## config.mk

```make
export PLATFORM = sky130hd
export DESIGN_NAME = telnet_command_stripper_top
export DESIGN_NICKNAME = d
export VERILOG_FILES = /design/src/rtl/tcs_pkg.sv /design/src/rtl/telnet_command_stripper_top.sv /design/src/rtl/tcs_parse.sv
export SDC_FILE = /design/constraint.sdc
export NUM_CORES = 1
export LEC_CHECK = 0
export BUFFER_PORTS_ARGS = -buffer_cell sky130_fd_sc_hd__buf_2
export CAP_MARGIN = 20
export CORE_ASPECT_RATIO = 1.4
export CORE_MARGIN = 2
export CORE_UTILIZATION = 53
export CTS_CLUSTER_DIAMETER = 150
export DETAILED_ROUTE_END_ITERATION = 8
export PLACE_DENSITY = 0.82
export SLEW_MARGIN = 20
export SYNTH_ARGS = -nofsm -noshare
export SYNTH_HDL_FRONTEND = slang
export SYNTH_SLANG_ARGS = --single-unit
```

## constraint.sdc

```tcl
create_clock -name clk -period 2.2 [get_ports clk]
set_input_delay 0.11 -clock clk [delete_from_list [all_inputs] [get_ports clk]]
set_output_delay 0.11 -clock clk [all_outputs]
set_load 0.02 [all_outputs]
```

## src/rtl/tcs_pkg.sv

```systemverilog
// tcs_pkg: telnet byte codes and the result burst type for the command stripper
// used by tcs_parse and telnet_command_stripper_top, no dependencies
`default_nettype none
package tcs_pkg;

	localparam logic [7:0] B_IAC  = 8'd255;
	localparam logic [7:0] B_DONT = 8'd254;
	localparam logic [7:0] B_DO   = 8'd253;
	localparam logic [7:0] B_WONT = 8'd252;
	localparam logic [7:0] B_WILL = 8'd251;
	localparam logic [7:0] B_SB   = 8'd250;
	localparam logic [7:0] B_SE   = 8'd240;
	localparam logic [7:0] TELOPT_ECHO = 8'd1;
	localparam logic [7:0] TELOPT_SGA  = 8'd3;

	localparam int unsigned MAX_RES = 7;

	// results caused by one received byte, entry 0 goes out first
	typedef struct packed {
		logic [MAX_RES-1:0][7:0] bytes;
		logic [MAX_RES-1:0]      tc;
		logic [2:0]              cnt;
	} burst_t;

endpackage
`default_nettype wire

```

## src/rtl/telnet_command_stripper_top.sv

```systemverilog
// telnet_command_stripper_top: splits telnet bytes into shell data and negotiation replies
// depends on tcs_pkg and tcs_parse
//
//  channel  handshake               payload
//  rx       in_valid / in_ready     rx_byte[7:0]
//  result   out_valid / out_ready   out_byte[7:0], to_client, last
//
// a byte is parsed in the cycle it is accepted and its results land in a burst register
// results leave one per cycle while out_ready is high, from the head of that register, shifting down
// rx is held off while more than one result of a burst is still waiting
// in_ready is high while the burst register is empty or its final result is being taken
// reset clears the parse state and the offer flag, as at session start
`default_nettype none
module telnet_command_stripper_top (
	input  wire logic       clk,
	input  wire logic       arst_n,
	input  wire logic       in_valid,
	output logic            in_ready,
	input  wire logic [7:0] rx_byte,
	output logic            out_valid,
	input  wire logic       out_ready,
	output logic [7:0]      out_byte,
	output logic            to_client,
	output logic            last
);
	import tcs_pkg::*;

	burst_t                  burst;
	logic [MAX_RES-1:0][7:0] bytes_q;
	logic [MAX_RES-1:0]      tc_q;
	logic [2:0]              rem_q;
	logic                    in_take;
	logic                    out_take;

	assign out_valid = (rem_q != 3'd0);
	assign out_take  = out_valid && out_ready;
	assign in_ready  = (rem_q == 3'd0) || (rem_q == 3'd1 && out_ready);
	assign in_take   = in_valid && in_ready;
	assign out_byte  = bytes_q[0];
	assign to_client = tc_q[0];
	assign last      = (rem_q == 3'd1);

	tcs_parse u_parse (
		.clk     (clk),
		.arst_n  (arst_n),
		.take    (in_take),
		.rx_byte (rx_byte),
		.burst   (burst)
	);

	always_ff @(posedge clk or negedge arst_n) begin
		if (!arst_n) begin
			rem_q <= 3'd0;
		end else if (in_take) begin
			rem_q <= burst.cnt;
		end else if (out_take) begin
			rem_q <= rem_q - 3'd1;
		end
	end

	always_ff @(posedge clk) begin
		if (in_take) begin
			bytes_q <= burst.bytes;
			tc_q    <= burst.tc;
		end else if (out_take) begin
			for (int i = 0; i < MAX_RES - 1; i++) begin
				bytes_q[i] <= bytes_q[i+1];
				tc_q[i]    <= tc_q[i+1];
			end
		end
	end

	a_hold_rx: assert property (@(posedge clk) disable iff (!arst_n)
		rem_q > 3'd1 |-> !in_ready)
		else $error("rx accepted while a burst is still pending");

	a_drain: assert property (@(posedge clk) disable iff (!arst_n)
		out_take && !in_take |=> rem_q == 3'($past(rem_q) - 3'd1))
		else $error("burst count did not step down on a taken result");

	a_empty: assert property (@(posedge clk) disable iff (!arst_n)
		in_take && burst.cnt == 3'd0 |=> !out_valid)
		else $error("result shown for a byte that gives none");

	a_load: assert property (@(posedge clk) disable iff (!arst_n)
		in_take |=> rem_q == $past(burst.cnt))
		else $error("burst count not loaded on an rx transaction");

endmodule
`default_nettype wire

```

## src/rtl/tcs_parse.sv

```systemverilog
// tcs_parse: telnet parse state and the burst of results for one received byte
// depends on tcs_pkg
`default_nettype none
module tcs_parse (
	input  wire logic          clk,
	input  wire logic          arst_n,
	input  wire logic          take,
	input  wire logic [7:0]    rx_byte,
	output tcs_pkg::burst_t    burst
);
	import tcs_pkg::*;

	localparam logic [2:0] PH_DATA   = 3'd0;
	localparam logic [2:0] PH_IAC    = 3'd1;
	localparam logic [2:0] PH_VERB   = 3'd2;
	localparam logic [2:0] PH_SUB    = 3'd3;
	localparam logic [2:0] PH_SUBIAC = 3'd4;

	logic [2:0] phase_q, phase_d;
	logic [7:0] verb_q, verb_d;
	logic       seen_q, seen_d;
	logic       offer;
	logic [7:0] reply;

	always_comb begin
		phase_d = phase_q;
		verb_d  = verb_q;
		seen_d  = seen_q;
		burst   = '0;
		offer   = 1'b0;
		reply   = 8'd0;
		case (phase_q)
			PH_IAC: begin
				offer = !seen_q;
				seen_d = 1'b1;
				if (offer) begin
					burst.bytes[0] = B_IAC;
					burst.bytes[1] = B_WILL;
					burst.bytes[2] = TELOPT_ECHO;
					burst.bytes[3] = B_IAC;
					burst.bytes[4] = B_WILL;
					burst.bytes[5] = TELOPT_SGA;
					burst.tc[5:0]  = '1;
					burst.cnt      = 3'd6;
				end
				if (rx_byte == B_IAC) begin
					// escaped 255 is data, it follows the offer if one goes out
					if (offer) begin
						burst.bytes[6] = B_IAC;
						burst.cnt      = 3'd7;
					end else begin
						burst.bytes[0] = B_IAC;
						burst.cnt      = 3'd1;
					end
					phase_d = PH_DATA;
				end else if (rx_byte == B_SB) begin
					phase_d = PH_SUB;
				end else if (rx_byte inside {B_DO, B_DONT, B_WILL, B_WONT}) begin
					verb_d  = rx_byte;
					phase_d = PH_VERB;
				end else begin
					phase_d = PH_DATA;
				end
			end
			PH_VERB: begin
				if (verb_q == B_DO)
					reply = (rx_byte == TELOPT_ECHO || rx_byte == TELOPT_SGA) ? B_WILL : B_WONT;
				else if (verb_q == B_WILL)
					reply = B_DONT;
				if (reply != 8'd0) begin
					burst.bytes[0] = B_IAC;
					burst.bytes[1] = reply;
					burst.bytes[2] = rx_byte;
					burst.tc[2:0]  = '1;
					burst.cnt      = 3'd3;
				end
				phase_d = PH_DATA;
			end
			PH_SUB: begin
				if (rx_byte == B_IAC)
					phase_d = PH_SUBIAC;
			end
			PH_SUBIAC: begin
				phase_d = (rx_byte == B_SE) ? PH_DATA : PH_SUB;
			end
			default: begin
				// the plain data phase; unreachable codes behave as plain data too
				if (rx_byte == B_IAC) begin
					phase_d = PH_IAC;
				end else begin
					phase_d = PH_DATA;
					burst.bytes[0] = rx_byte;
					burst.cnt      = 3'd1;
				end
			end
		endcase
	end

	always_ff @(posedge clk or negedge arst_n) begin
		if (!arst_n) begin
			phase_q <= PH_DATA;
			verb_q  <= 8'd0;
			seen_q  <= 1'b0;
		end else if (take) begin
			phase_q <= phase_d;
			verb_q  <= verb_d;
			seen_q  <= seen_d;
		end
	end

	a_seen_sticky: assert property (@(posedge clk) disable iff (!arst_n)
		seen_q |=> seen_q)
		else $error("offer flag cleared outside reset");

	a_offer_once: assert property (@(posedge clk) disable iff (!arst_n)
		take && offer |=> seen_q)
		else $error("offer sent without setting the flag");

	a_phase_legal: assert property (@(posedge clk) disable iff (!arst_n)
		take && phase_q == PH_SUB && rx_byte != B_IAC |=> phase_q == PH_SUB)
		else $error("subnegotiation left without IAC");

endmodule
`default_nettype wire
```

==> results.md <==
- Drt wl/cell: 16.5 um
- Overall power: 3.69 mW
- CP Launch Type: flip-flop
- Async S/R FF share, synth: 27.8%
- Delay-heaviest family, CP: simple AND/OR/NAND/NOR gates
- Hold Fails Final Rpt: 0
- Initial DRC Count: 122
- Clock skew: 0.0151 ns
- Most frequent cells in the layout: edfxtp_1 (39), buf_2 (23), nor2_1 (17), dfrtp_1 (15), a21o_1 (14)
- Fin Hold WS: 0.129 ns
- Clock Pin Slew Worst Setup and Hold Paths: 0.10 ns
- Max-cap viol count: 0
- Detailed Routing Iterations Pass 1: 4
- Die Y: 88.1 um
- TritonCTS Buffers: 5
- RSZ-0062 raised after global routing: no
- Post-DRT Antenna Nets: 0
- Critical-path cell list: inv_1 -> ha_1 -> a21oi_1 -> or2_2 -> nor4_4 -> mux2_2
- Fin crit period: 2.07 ns
- Row count: 30
- DRC viols: 0
- Tot GR Track Use: 19.3%
- Vias per inst: 6.09
- Root Driver: clkbuf_8
- Core region area: 4880 um^2
- Final Wtd Congestion: 0.929
- Vias in the first global route: 1,794
- Critical Path Max Stage Delay: 0.44 ns
- H-tree levels: 2
- Gr ovfl total: 0
- Status: completed
- Initial antenna violation count: 0
- Clk Latency, worst-skew pair: 0.31 ns
- Share of layout cells above drive strength 1: 24.9%
- Leak Pwr: 1.24 nW
- Sequential share of the synthesized area: 57.7%
- CP required: 2.39 ns
- Worst hold-check path type: in -> reg
- Synth Area per Inst: 11.7 um^2
- Tcrit/Tclk final: 94.0%
- Nets: 263
- DP HPWL: 3650 um
- Synthesized flop and latch total: 54
- Setup CP Type: reg -> reg
- Most common cell after layout, fill and taps aside: edfxtp_1
- WP data arrival: 2.26 ns
- # setup viols final: 0
- WL final: 5160 um
- Buffers plus inverters on the worst setup path: 1
- Clk sink count: 54
- Dominant synthesized flop cell: edfxtp_1
- Ant. Diodes: 0
- Initial core utilization: 54.9%
- Post-CTS setup buffer count: 0
- Library cells used by synthesis: 49
- Hold buffer count at cts: 1
- YS warnings: 0
- Synth Cell Area: 2680 um^2
- Mapped Cells: 229
- Clock buffer depth: 2
- Synthesized net count: 244
- TritonCTS clock tree: built
- Largest net degree at the start of global routing: 34
- Total vias in the final route: 1,907
- Die Area: 5650 um^2
- CP Capture Type: flip-flop
- Worst slew pin tran: 0.703 ns
- Post-CTS Resized: 0
- IO Pins: 24
- Max_slew headroom: 52.9%
- Die X: 64.1 um
- Highest Clock Rate: 484 MHz
- Pwr per Cell Area: 1250 nW/um^2
- First-pass GRT wire length: 8340 um
- Worst path slowest cell: or2_2
- EDFF count, synth: 39
- Syn-to-layout area delta: 10.1%
- Max Transition Viols Final: 0
- Worst vdd ir: 558 uV
- Setup TNS: 0 ns
- Crit Path Max Fanout: 13
- I/O Buffers: 23
## routing by layer
layer / vias to the layer above / GRT usage [%] / wire length [um]
met1: 934 / 21.9 / 2120
met4: 0 / 10.6 / 174
met3: 15 / 3.86 / 233
met5: - / 0 / 0
li1: 889 / - / -
met2: 69 / 34.2 / 2640
## state kept, by name, summed over array words and instances, names as in the netlist
name and cells:
bytes_q 25, out_byte 8, u_parse.verb_q 8, tc_q 6, rem_q 3, u_parse.phase_q 3, u_parse.seen_q 1
## cells in the mapped netlist (2+ instances only)
library cell / number / area [um^2]
buf_2: 4 / 20.0
nor2b_1: 2 / 12.5
nor4_1: 3 / 18.8
dfrtp_1: 15 / 375
and2_1: 2 / 12.5
nor2_1: 17 / 63.8
or2_2: 9 / 56.3
inv_1: 8 / 30.0
o22a_1: 2 / 17.5
o21ai_0: 6 / 30.0
a21oi_1: 11 / 55.1
o22ai_1: 2 / 12.5
mux2_2: 4 / 45.0
or3_1: 2 / 12.5
ha_1: 3 / 37.5
a21o_1: 14 / 105
a31oi_1: 12 / 75.1
buf_4: 8 / 60.1
o31a_1: 2 / 17.5
clkbuf_1: 10 / 37.5
edfxtp_1: 39 / 1170
nand4_1: 5 / 31.3
nand3_1: 3 / 15.0
and3_1: 2 / 12.5
nand2_1: 12 / 45.0
a22o_1: 9 / 78.8
## logic make-up after synthesis
kind of cell               share of synthesized area [%]
AOI/OAI and AO/OA                                   17.7
muxes                                               1.68
and+or+nand+nor                                     15.4
xor gates and xnor gates                           0.654
DFF                                                 57.7
adders and majority gates                           1.40
buffers and inverters                               5.51
## worst reg2reg max path, cell delays in order, from the launching register on
cell and delay [ns]:
dfrtp_1 0.39, inv_1 0.09, ha_1 0.18, a21oi_1 0.08, or2_2 0.44, nor4_4 0.39
mux2_2 0.38
## path summary, 6_finish.rpt
| path | from | endpoint | slack [ns] | cells past startpoint |
|---|---|---|---|---|
| max | rem_q[1] | u_parse.verb_q[0] | 0.13 | 6 |
| min | out_ready | rem_q[2] | 0.13 | 3 |
| max reg2reg | rem_q[1] | u_parse.verb_q[0] | 0.13 | 6 |
| min reg2reg | u_parse.verb_q[7] | u_parse.verb_q[7] | 0.47 | 1 |
| max in group asynchronous | arst_n | u_parse.verb_q[2] | 1.73 | 2 |
| min in group asynchronous | arst_n | rem_q[1] | 0.21 | 2 |
## power by group
part	internal (mW)	switching, mW
combinational	0.547	0.768
sequential	1.59	0.143
clock	0.334	0.314
## layout make-up
type | count | area (um^2)
clock buffers | 5 | 68.8
clock inverters | 3 | 40.0
fillers | 415 | 1930
inverters | 8 | 30.0
multi-input cells | 145 | 986
flip-flops and latches | 54 | 1550
well taps | 64 | 80.1
repair buffers | 34 | 200
## per-stage QoR
step / utilization (%) / instances / setup WS [ns] / area (um^2)
after floorplan: - / 229 / 0.198 / 2680
after global placement: 58.1 / 304 / 0.185 / 2830
after detailed placement: 58.1 / 304 / 0.160 / 2830
after CTS: 60.5 / 313 / 0.124 / 2950
after global routing: 60.5 / 313 / 0.0198 / 2950
final: 60.5 / 313 / 0.133 / 2950
(Power assumes the default switching activity.)
